### src/hw/rtl/lgs_pkg.sv
// types and constants of the life generation stencil
package lgs_pkg;

    localparam int CFG_W = 11;

    localparam logic CFG_ROW_WIDTH    = 1'b0;
    localparam logic CFG_FRAME_HEIGHT = 1'b1;

    localparam logic REQ_CELL  = 1'b0;
    localparam logic REQ_FLUSH = 1'b1;

    localparam logic [3:0] BIRTH_COUNT   = 4'd3;
    localparam logic [3:0] SURVIVE_COUNT = 4'd2;

    // which neighbours of the centre cell lie on the board
    typedef struct packed {
        logic top_ok;
        logic bot_ok;
        logic left_ok;
        logic right_ok;
    } t_edge_mask;

endpackage

### src/hw/rtl/life_generation_stencil.sv
// pipeline: a result passes the stage 1 register, then the output register, after the word
// that completes its window, which arrives row_width+1 words after the cell itself
// throughput: one word per cycle unless the output stalls; one store read and one write per cell
// reset: counters and valid flags clear, row_width and frame_height return to 1024,
// the line store is not cleared (rows before the board are masked by the counters)
module life_generation_stencil
    import lgs_pkg::*;
#(
    parameter int MAX_WIDTH  = 1024,
    parameter int MAX_HEIGHT = 1024
) (
    input  logic             i_clk,
    input  logic             i_rst_n,
    // configuration write port
    input  logic             i_cfg_we,
    input  logic             i_cfg_addr,
    input  logic [CFG_W-1:0] i_cfg_wdata,
    // input words
    input  logic             s_axis_tvalid,
    output logic             s_axis_tready,
    input  logic [7:0]       s_axis_tdata,   // [0] cell_in, [7:1] zero
    input  logic             s_axis_tuser,   // [0] req_type
    // result words
    output logic             m_axis_tvalid,
    input  logic             m_axis_tready,
    output logic [7:0]       m_axis_tdata,   // [0] cell_next, [7:1] zero
    output logic             m_axis_tlast,   // end_of_row
    output logic             m_axis_tuser    // [0] end_of_frame
);

    // column index, column count, output row, row count, input row (saturates at MAX_HEIGHT+1)
    localparam int AW  = $clog2(MAX_WIDTH);
    localparam int CW  = $clog2(MAX_WIDTH + 1);
    localparam int OHW = $clog2(MAX_HEIGHT);
    localparam int HW  = $clog2(MAX_HEIGHT + 1);
    localparam int RW  = $clog2(MAX_HEIGHT + 2);
    localparam int WW  = (CW > CFG_W) ? CW : CFG_W;
    localparam int HH  = (HW > CFG_W) ? HW : CFG_W;

    // configuration registers
    logic [CFG_W-1:0] r_row_width;
    logic [CFG_W-1:0] r_frame_height;

    // position counters, all kept at the input side
    logic [AW-1:0]  r_in_col,  n_in_col;
    logic [RW-1:0]  r_in_row,  n_in_row;
    logic [AW-1:0]  r_out_col, n_out_col;
    logic [OHW-1:0] r_out_row, n_out_row;

    // stage 1: word with its store read data
    logic          r_s1_valid;
    logic          r_s1_v;
    logic [AW-1:0] r_s1_col;
    logic          r_s1_produce;
    logic          r_s1_eor;
    logic          r_s1_eof;
    t_edge_mask    r_s1_mask;
    logic [1:0]    r_rdata;
    logic          r_fwd;
    logic [1:0]    r_fwd_data;

    // line store: bit 0 previous row, bit 1 the row before
    logic [1:0] r_line_mem [MAX_WIDTH];

    // sliding 3x3 window
    logic [8:0] r_window, n_window;

    // output register
    logic r_out_valid;
    logic r_out_cell;
    logic r_out_eor;
    logic r_out_eof;

    logic [WW-1:0] w_cfg, w_eff_wide;
    logic [HH-1:0] h_cfg, h_eff_wide;
    logic [CW-1:0] eff_w;
    logic [HW-1:0] eff_h;

    logic          s_acc;
    logic          s1_adv;
    logic          v_in;
    logic          fwd;
    logic          started;
    logic          produce;
    logic          col_wrap;
    logic          eor;
    logic          eof;
    logic [CW-1:0] in_col_p1;
    logic [CW-1:0] out_col_p1;
    logic [HW-1:0] out_row_p1;
    t_edge_mask    mask;
    logic [1:0]    old;
    logic [2:0]    column;
    logic [1:0]    wdata;
    logic          alive;

    // out of range sizes: zero counts as one, above the maximum counts as the maximum
    assign w_cfg      = WW'(r_row_width);
    assign w_eff_wide = (w_cfg == '0) ? WW'(1) :
                        (w_cfg > WW'(MAX_WIDTH)) ? WW'(MAX_WIDTH) : w_cfg;
    assign eff_w      = w_eff_wide[CW-1:0];
    assign h_cfg      = HH'(r_frame_height);
    assign h_eff_wide = (h_cfg == '0) ? HH'(1) :
                        (h_cfg > HH'(MAX_HEIGHT)) ? HH'(MAX_HEIGHT) : h_cfg;
    assign eff_h      = h_eff_wide[HW-1:0];

    // handshakes: stage 1 moves on when the output register is free or being emptied
    assign s1_adv        = r_s1_valid && (!r_out_valid || m_axis_tready);
    assign s_axis_tready = !r_s1_valid || s1_adv;
    assign s_acc         = s_axis_tvalid && s_axis_tready;

    // flush words enter as dead cells
    assign v_in = (s_axis_tuser == REQ_CELL) ? s_axis_tdata[0] : 1'b0;

    // same column written by stage 1 at the edge it is read (one-cell rows)
    assign fwd = s1_adv && (r_s1_col == r_in_col);

    // frame control for the accepted word
    always_comb begin
        in_col_p1  = CW'(r_in_col) + CW'(1);
        out_col_p1 = CW'(r_out_col) + CW'(1);
        out_row_p1 = HW'(r_out_row) + HW'(1);
        col_wrap   = in_col_p1 >= eff_w;
        started    = (r_in_row >= RW'(2)) || ((r_in_row == RW'(1)) && (r_in_col != '0));
        produce    = started && (HW'(r_out_row) < eff_h);
        eor        = out_col_p1 >= eff_w;
        eof        = eor && (out_row_p1 >= eff_h);

        mask.top_ok   = r_out_row != '0;
        mask.bot_ok   = out_row_p1 < eff_h;
        mask.left_ok  = r_out_col != '0;
        mask.right_ok = out_col_p1 < eff_w;

        n_in_col  = col_wrap ? '0 : in_col_p1[AW-1:0];
        n_in_row  = r_in_row;
        n_out_col = r_out_col;
        n_out_row = r_out_row;
        if (col_wrap && (r_in_row < RW'(MAX_HEIGHT + 1))) begin
            n_in_row = r_in_row + RW'(1);
        end
        if (produce) begin
            if (eof) begin
                // last cell of the board: next word starts a fresh frame
                n_in_col  = '0;
                n_in_row  = '0;
                n_out_col = '0;
                n_out_row = '0;
            end else if (eor) begin
                n_out_col = '0;
                n_out_row = out_row_p1[OHW-1:0];
            end else begin
                n_out_col = out_col_p1[AW-1:0];
            end
        end
    end

    // stage 1: rebuild the column (rows r-2, r-1, r) and shift it into the window
    always_comb begin
        old      = r_fwd ? r_fwd_data : r_rdata;
        column   = {r_s1_v, old[0], old[1]};
        wdata    = {old[0], r_s1_v};
        n_window = {column, r_window[8:3]};
    end

    lgs_rule u_rule (
        .i_window (n_window),
        .i_mask   (r_s1_mask),
        .o_alive  (alive)
    );

    // control state
    always_ff @(posedge i_clk) begin
        if (!i_rst_n) begin
            r_row_width    <= CFG_W'(1024);
            r_frame_height <= CFG_W'(1024);
            r_in_col       <= '0;
            r_in_row       <= '0;
            r_out_col      <= '0;
            r_out_row      <= '0;
            r_s1_valid     <= 1'b0;
            r_out_valid    <= 1'b0;
            r_window       <= '0;
        end else begin
            if (i_cfg_we) begin
                // a register write restarts the frame
                case (i_cfg_addr)
                    CFG_ROW_WIDTH:    r_row_width    <= i_cfg_wdata;
                    CFG_FRAME_HEIGHT: r_frame_height <= i_cfg_wdata;
                    default:          r_row_width    <= r_row_width;
                endcase
                r_in_col  <= '0;
                r_in_row  <= '0;
                r_out_col <= '0;
                r_out_row <= '0;
            end else if (s_acc) begin
                r_in_col  <= n_in_col;
                r_in_row  <= n_in_row;
                r_out_col <= n_out_col;
                r_out_row <= n_out_row;
            end

            if (s_acc) begin
                r_s1_valid <= 1'b1;
            end else if (s1_adv) begin
                r_s1_valid <= 1'b0;
            end

            if (s1_adv) begin
                r_window    <= n_window;
                r_out_valid <= r_s1_produce;
            end else if (m_axis_tready) begin
                r_out_valid <= 1'b0;
            end
        end
    end

    // stage 1 payload and store read
    always_ff @(posedge i_clk) begin
        if (s_acc) begin
            r_s1_v       <= v_in;
            r_s1_col     <= r_in_col;
            r_s1_produce <= produce;
            r_s1_eor     <= eor;
            r_s1_eof     <= eof;
            r_s1_mask    <= mask;
            r_rdata      <= r_line_mem[r_in_col];
            r_fwd        <= fwd;
            r_fwd_data   <= wdata;
        end
    end

    // store write
    always_ff @(posedge i_clk) begin
        if (s1_adv) begin
            r_line_mem[r_s1_col] <= wdata;
        end
    end

    // result payload
    always_ff @(posedge i_clk) begin
        if (s1_adv) begin
            r_out_cell <= alive;
            r_out_eor  <= r_s1_eor;
            r_out_eof  <= r_s1_eof;
        end
    end

    assign m_axis_tvalid = r_out_valid;
    assign m_axis_tdata  = {7'b0, r_out_cell};
    assign m_axis_tlast  = r_out_eor;
    assign m_axis_tuser  = r_out_eof;

endmodule

### src/hw/rtl/lgs_rule.sv
// b3/s23 rule on a 3x3 window with board edge masking
module lgs_rule
    import lgs_pkg::*;
(
    input  logic [8:0]  i_window,
    input  t_edge_mask  i_mask,
    output logic        o_alive
);

    logic [7:0] nb;
    logic [3:0] cnt;

    // window: three columns left..right, bit 0 of a column is the upper row
    assign nb = {i_window[8] & i_mask.bot_ok & i_mask.right_ok,
                 i_window[7] & i_mask.right_ok,
                 i_window[6] & i_mask.top_ok & i_mask.right_ok,
                 i_window[5] & i_mask.bot_ok,
                 i_window[3] & i_mask.top_ok,
                 i_window[2] & i_mask.bot_ok & i_mask.left_ok,
                 i_window[1] & i_mask.left_ok,
                 i_window[0] & i_mask.top_ok & i_mask.left_ok};

    always_comb begin
        cnt = 4'd0;
        for (int i = 0; i < 8; i++) begin
            cnt = cnt + 4'(nb[i]);
        end
    end

    assign o_alive = (cnt == BIRTH_COUNT) || ((cnt == SURVIVE_COUNT) && i_window[4]);

endmodule

### config.mk
export PLATFORM = sky130hd
export DESIGN_NAME = life_generation_stencil
export DESIGN_NICKNAME = d
export VERILOG_FILES = /design/src/hw/rtl/lgs_pkg.sv /design/src/hw/rtl/life_generation_stencil.sv /design/src/hw/rtl/lgs_rule.sv
export SDC_FILE = /design/constraint.sdc
export NUM_CORES = 2
export LEC_CHECK = 0
export ABC_CLOCK_PERIOD_IN_PS = 33500
export BUFFER_PORTS_ARGS = -buffer_cell sky130_fd_sc_hd__buf_2
export CORE_AREA = 2 2 390 392
export DETAILED_ROUTE_END_ITERATION = 7
export DIE_AREA = 0 0 392 394
export PLACE_DENSITY = 0.76
export SYNTH_ARGS = -nofsm -noshare
export SYNTH_HDL_FRONTEND = slang
export SYNTH_SLANG_ARGS = --single-unit
### constraint.sdc
create_clock -name i_clk -period 33.5 [get_ports i_clk]
set_input_delay 0 -clock i_clk [delete_from_list [all_inputs] [get_ports i_clk]]
set_output_delay 0 -clock i_clk [all_outputs]
set_load 0.02 [all_outputs]
# Word-level counts from Yosys, hierarchy flattened
# Memory sizes are Yosys's and may differ from the RTL's. A register that Yosys moved wholly into a read port is not among the register bits.
# Cells that the tools add are included.
# op_classes
reduce_logical	27
n_shift	0
muxes	21
n_div	0
addsub	11
n_eq_ne	4
magnitude_cmp	10
bitwise_logic	14
mul	0
# ops
cell	count
11-bit two-way mux	7
10-bit two-way mux	7
10-bit by 1-bit adder with 11-bit output, second input constant	3
11-bit >= comparator	3
10-bit nonzero test	3
4-bit by 1-bit adder with 4-bit output	6
11-bit > comparator, second input constant	2
11-bit logical NOT	2
11-bit < comparator	2
1-bit bitwise AND	12
11-bit by 1-bit adder with 11-bit output, second input constant	1
11-bit by 1-bit == test with 1-bit output, second input constant	1
11-bit by 2-bit >= comparator with 1-bit output, second input constant	1
10-bit by 11-bit < comparator with 1-bit output	1
11-bit < comparator, second input constant	1
10-bit == test	1
4-bit by 2-bit == test with 1-bit output, second input constant	2
1-bit logical AND	8
1-bit two-way mux	6
2-bit AND reduction	3
2-bit nonzero test	3
1-bit logical OR	4
3-bit AND reduction	1
1-bit by 1-bit adder with 2-bit output	1
other kinds (4)	6
# totals
input_bits	26
output_inout_bits	12
rom_bits	0
ramBits	2048
latch_bits	0
ff_bits	98
n_memories	1
# mem_list
name	words	width	read_ports	rd_ports_with_merged_regs	wr	line	rtl
r_line_mem	1024	2	1	1	1	life_generation_stencil.sv:63	logic [1:0] r_line_mem [MAX_WIDTH];

# Depth between registers and ports, before layout
# logic_depth
word_depth	12
mapped_depth	20
depth_no_buf	15

# By module
# From an unflattened synthesis, not the netlist that was laid out.
# unflattened
cells_unflattened	5464
hier_area_um2	90159.0
# modules_own_cells
mod	cells_each	area_per_inst_um2	instances	seq_area_each_um2
life_generation_stencil	5439	89952.5	1	63701.1
lgs_rule	25	206.4	1	0.0

# Least setup slack after synthesis
# OpenSTA, ideal clock, no wires.
# synth_path
path_type	flip-flop to flip-flop
start	register r_s1_v
end	register r_out_cell (data pin)
path_stages_with_launch	8
t_arrival_ps	15390
path_buffers	0
path_slack_ps	17953
path_cell_list	edfxtp_1 > nand3_1 > fa_1 > inv_1 > fa_1 > inv_1 > fa_1 > nor3_1
# synth_via
elab_chain_cells	6
# synth_rtl
element	line	rtl
start: declaration	life_generation_stencil.sv:52	logic r_s1_v;
start signal: assignment	life_generation_stencil.sv:220	r_s1_v <= v_in;
1-bit bitwise AND (*) (2 in series)	lgs_rule.sv:14	assign nb = {i_window[8] & i_mask.bot_ok & i_mask.right_ok,
4-bit by 1-bit adder with 4-bit output (*)	lgs_rule.sv:26	cnt = cnt + 4'(nb[i]);
4-bit by 2-bit == test with 1-bit output	lgs_rule.sv:30	assign o_alive = (cnt == BIRTH_COUNT) || ((cnt == SURVIVE_COUNT) && i_window[4]);
1-bit logical AND	lgs_rule.sv:30	
1-bit logical OR (*)	lgs_rule.sv:30	
via alive	life_generation_stencil.sv:95	logic alive;
end signal: assignment	life_generation_stencil.sv:242	r_out_cell <= alive;
end: declaration	life_generation_stencil.sv:70	logic r_out_cell;
# Mark *: on every way through the listed nets, which the timed path passes. The rest lies on a longest branch.
# A chain may end at the register's enable or synchronous reset.

==> results.json <==
{
  "viasPerCell": 6.78,
  "numCtsBuffers": 199,
  "leakagePower_nw": 29.3,
  "clk_path_buf_depth": 3,
  "relSlewSlack_pct": 11.1,
  "use_met2_pct": 48.3,
  "fmaxAchievable_mhz": 148,
  "switchingPower_mw": 1.10,
  "yosys.area_share.simple_pct": 7.53,
  "multi_input_area_sq_mm": 0.0237,
  "synth.distinct_cells": 74,
  "grt_use_total_pct": 30.8,
  "dr.pass1.iters": 6,
  "pwr-share-clk_pct": 41.3,
  "clock_latency_ns": 0.84,
  "routabilityCongestion": 0.873,
  "dieWidth_microns": 392,
  "synth-async-reset-ratio_pct": 0,
  "status": "finished clean",
  "worstPathRequired_ns": 34.04,
  "die_h_microns": 394,
  "routedWlPerCell_microns": 31.2,
  "finalCriticalPeriod_ns": 6.77,
  "yosys-top-cells-area": "edfxtp_1 (70%), mux4_2 (12%), nor2_1 (4.7%), mux2i_1 (2.2%), dfxtp_1 (1.6%)",
  "pwr-share-comb_pct": 3.2,
  "cts_tree": "built",
  "seq_area_frac_synth_pct": 71.1,
  "synth_top_family_by_area": "multiplexers",
  "placed_area_sq_mm": 0.0911,
  "routed_wl_microns": 238000,
  "skew_ns": 0.0189,
  "nNetsFinal": 5517,
  "clk_pin_slew_ns": 0.07,
  "area_growth_pct": 9.33,
  "min_from": "s_axis_tdata[0]",
  "peakVddDrop_mv": 0.0497,
  "synth_ff_type": "edfxtp_1",
  "yosys.area_share.adder_pct": 0.858,
  "p_sw_share_pct": 20.7,
  "cts_hold_buf": 48,
  "final_cell_area_sq_mm": 0.0979,
  "cts_resized": 0,
  "grt_antenna_before_repair": 4,
  "synth_xor_area_share_pct": 0.421,
  "drc": 0,
  "hp-class": "in -> reg",
  "max_cap_viol_count": 0,
  "setup_tns_ns": 0,
  "fillers": 9887,
  "synth-seq-cells": 2145,
  "grt_pass1_vias": 50500,
  "endpoint_kind": "register",
  "drtIter0Drc": 8458,
  "synth_area_leader_cell": "edfxtp_1",
  "rows": 143,
  "worstMarginPinSlew_ns": 1.33,
  "drtAntennaViolNets": 0,
  "crit_start": "r_in_col[0]$_SDFFE_PP0P_",
  "use_met1_pct": 41.3,
  "ys.warnings.count": 0,
  "io_pins": 38,
  "critPathKind": "reg -> reg",
  "grt_overflow": 0,
  "clock-sinks": 2145,
  "start_kind": "register",
  "drive_gt1_share_pct": 16.8,
  "grt_busiest_layer": "met2",
  "vias": 51700,
  "grt_pass1_wl_microns": 341000,
  "synth_edf_count": 2074,
  "portBuffers": 23,
  "seqCellArea_sq_mm": 0.0637,
  "cts_setup_buffers": 0,
  "p_int_mw": 4.23,
  "die_area_sq_mm": 0.154,
  "seq_power_share_pct": 55.4,
  "min_period_over_period_pct": 20.2,
  "syn_area_per_cell_sq_um": 16.3,
  "syn_area_sq_mm": 0.0895,
  "use_met3_pct": 6.96,
  "r2r_start": "r_in_col[0]$_SDFFE_PP0P_",
  "start_util_pct": 59.4,
  "core_sq_mm": 0.151,
  "ctsHtreeMaxLevel": 4,
  "drv_slew": 0,
  "grt_max_degree": 270,
  "syn_inst": 5479,
  "rsz0062_at_grt": "no",
  "synth.area.mux_share_pct": 13.8,
  "cp_data_arrival_time_ns": 7.31,
  "hold_violations": 0,
  "critPathMaxFanout": 98,
  "p_per_area_mw_per_mm2": 54.5,
  "cts_root_buffer": "clkbuf_16",
  "setup_viol": 0,
  "dp_hpwl_microns": 129000,
  "synth_top_area_share_pct": 69.6,
  "synth-compound-area-share_pct": 3.56
}
## cell type report
type	count	area share, %
Sequential cell	2145	65.1
Multi-Input combinational cell	2873	24.2
Tap cell	2030	2.59
Clock buffer	242	5.27
Timing Repair Buffer	183	1.60
Clock inverter	121	1.12
Inverter	30	0.120
Antenna cell	2	0.00511
## per-layer routing
layer | vias up | wire (microns)
met5 | - | 13
li1 | 21100 | -
met4 | 2 | 13100
met2 | 3665 | 113000
met3 | 645 | 29000
met1 | 26300 | 82600
## sequential cells by signal, indices dropped and copies added (netlist names), 4 cells and up
register,count
r_in_row,11
r_window,6
r_s1_col,10
r_in_col,10
r_s1_mask,4
r_row_width,11
r_out_col,10
r_line_mem,2048
h_cfg,11
r_out_row,10
## synth_stat cells, drive strengths merged, types with 31 or more instances
| cell | number |
|---|---|
| buf | 191 |
| o21ai | 72 |
| mux2i | 196 |
| nand2 | 270 |
| nor3 | 31 |
| clkbuf | 246 |
| a221oi | 54 |
| a21oi | 70 |
| edfxtp | 2074 |
| nor2 | 1115 |
| ha | 55 |
| mux4 | 458 |
| dfxtp | 71 |
| nand3 | 76 |
| a22oi | 54 |
## logic make-up after synthesis
logic type | after synthesis
flops | 2145
simple gates | 1645
mux | 664
buf+inv | 467
compound gates | 455
fa+ha+maj | 59
xor+xnor | 43
other cells | 1
## metrics by stage
| step | hold WS [ns] | instances | worst slack, ns | power [mW] | utilization [%] |
|---|---|---|---|---|---|
| after floorplan | 0.138 | 5485 | 17.95 | 3.17 | - |
| after detailed placement | 0.276 | 7213 | 26.76 | 3.18 | 60.5 |
| after global placement | 0.265 | 7213 | 26.77 | 3.18 | 60.5 |
| after CTS | 0.000528 | 7624 | 26.76 | 5.34 | 65.0 |
| after global routing | 0.112 | 7624 | 26.53 | 5.46 | 65.0 |
| final | 0.0988 | 7626 | 26.73 | 5.34 | 65.0 |
## power groups by stage
stage	Sequential [mW]	Clock, mW	Combinational, mW
2_1_floorplan	3.06	0	0.111
3_3_place_gp	3.02	0	0.163
3_5_place_dp	3.02	0	0.166
4_1_cts	2.96	2.21	0.171
5_1_grt	2.96	2.32	0.184
6_report	2.96	2.21	0.172
## worst max-delay path, cell delays in order (launching register included)
cell	delay [ns]
dfxtp_4	0.80
buf_4	0.72
buf_12	0.63
buf_4	0.72
buf_4	0.68
mux4_2	0.59
mux4_2	0.53
a21oi_1	0.22
nor3_1	0.12
nor4b_1	0.83
or3_1	0.21
nand4_1	0.16
## layout by cell type (no fill, tap or decap), drive strengths merged, types with 71 or more instances in the layout
master  synthesis  routed
dfxtp          71      71
buf           191     135
nand3          76      76
edfxtp       2074    2074
nand2         270     270
nor2         1115    1115
o21ai          72      72
clkbuf        246     242
mux4          458     458
clkinv          5      87
mux2i         196     196
## worst paths after layout
kind / to / slack, ns / cells after the start
max: r_rdata[1]$_DFFE_PP_ / 26.73 / 11
max reg2reg: r_rdata[1]$_DFFE_PP_ / 26.73 / 11
min: r_s1_v$_SDFFCE_PP0P_ / 0.1 / 3
min reg2reg: m_axis_tuser$_DFFE_PP_ / 0.41 / 0
Note: power is estimated with default switching activity, not from simulation.
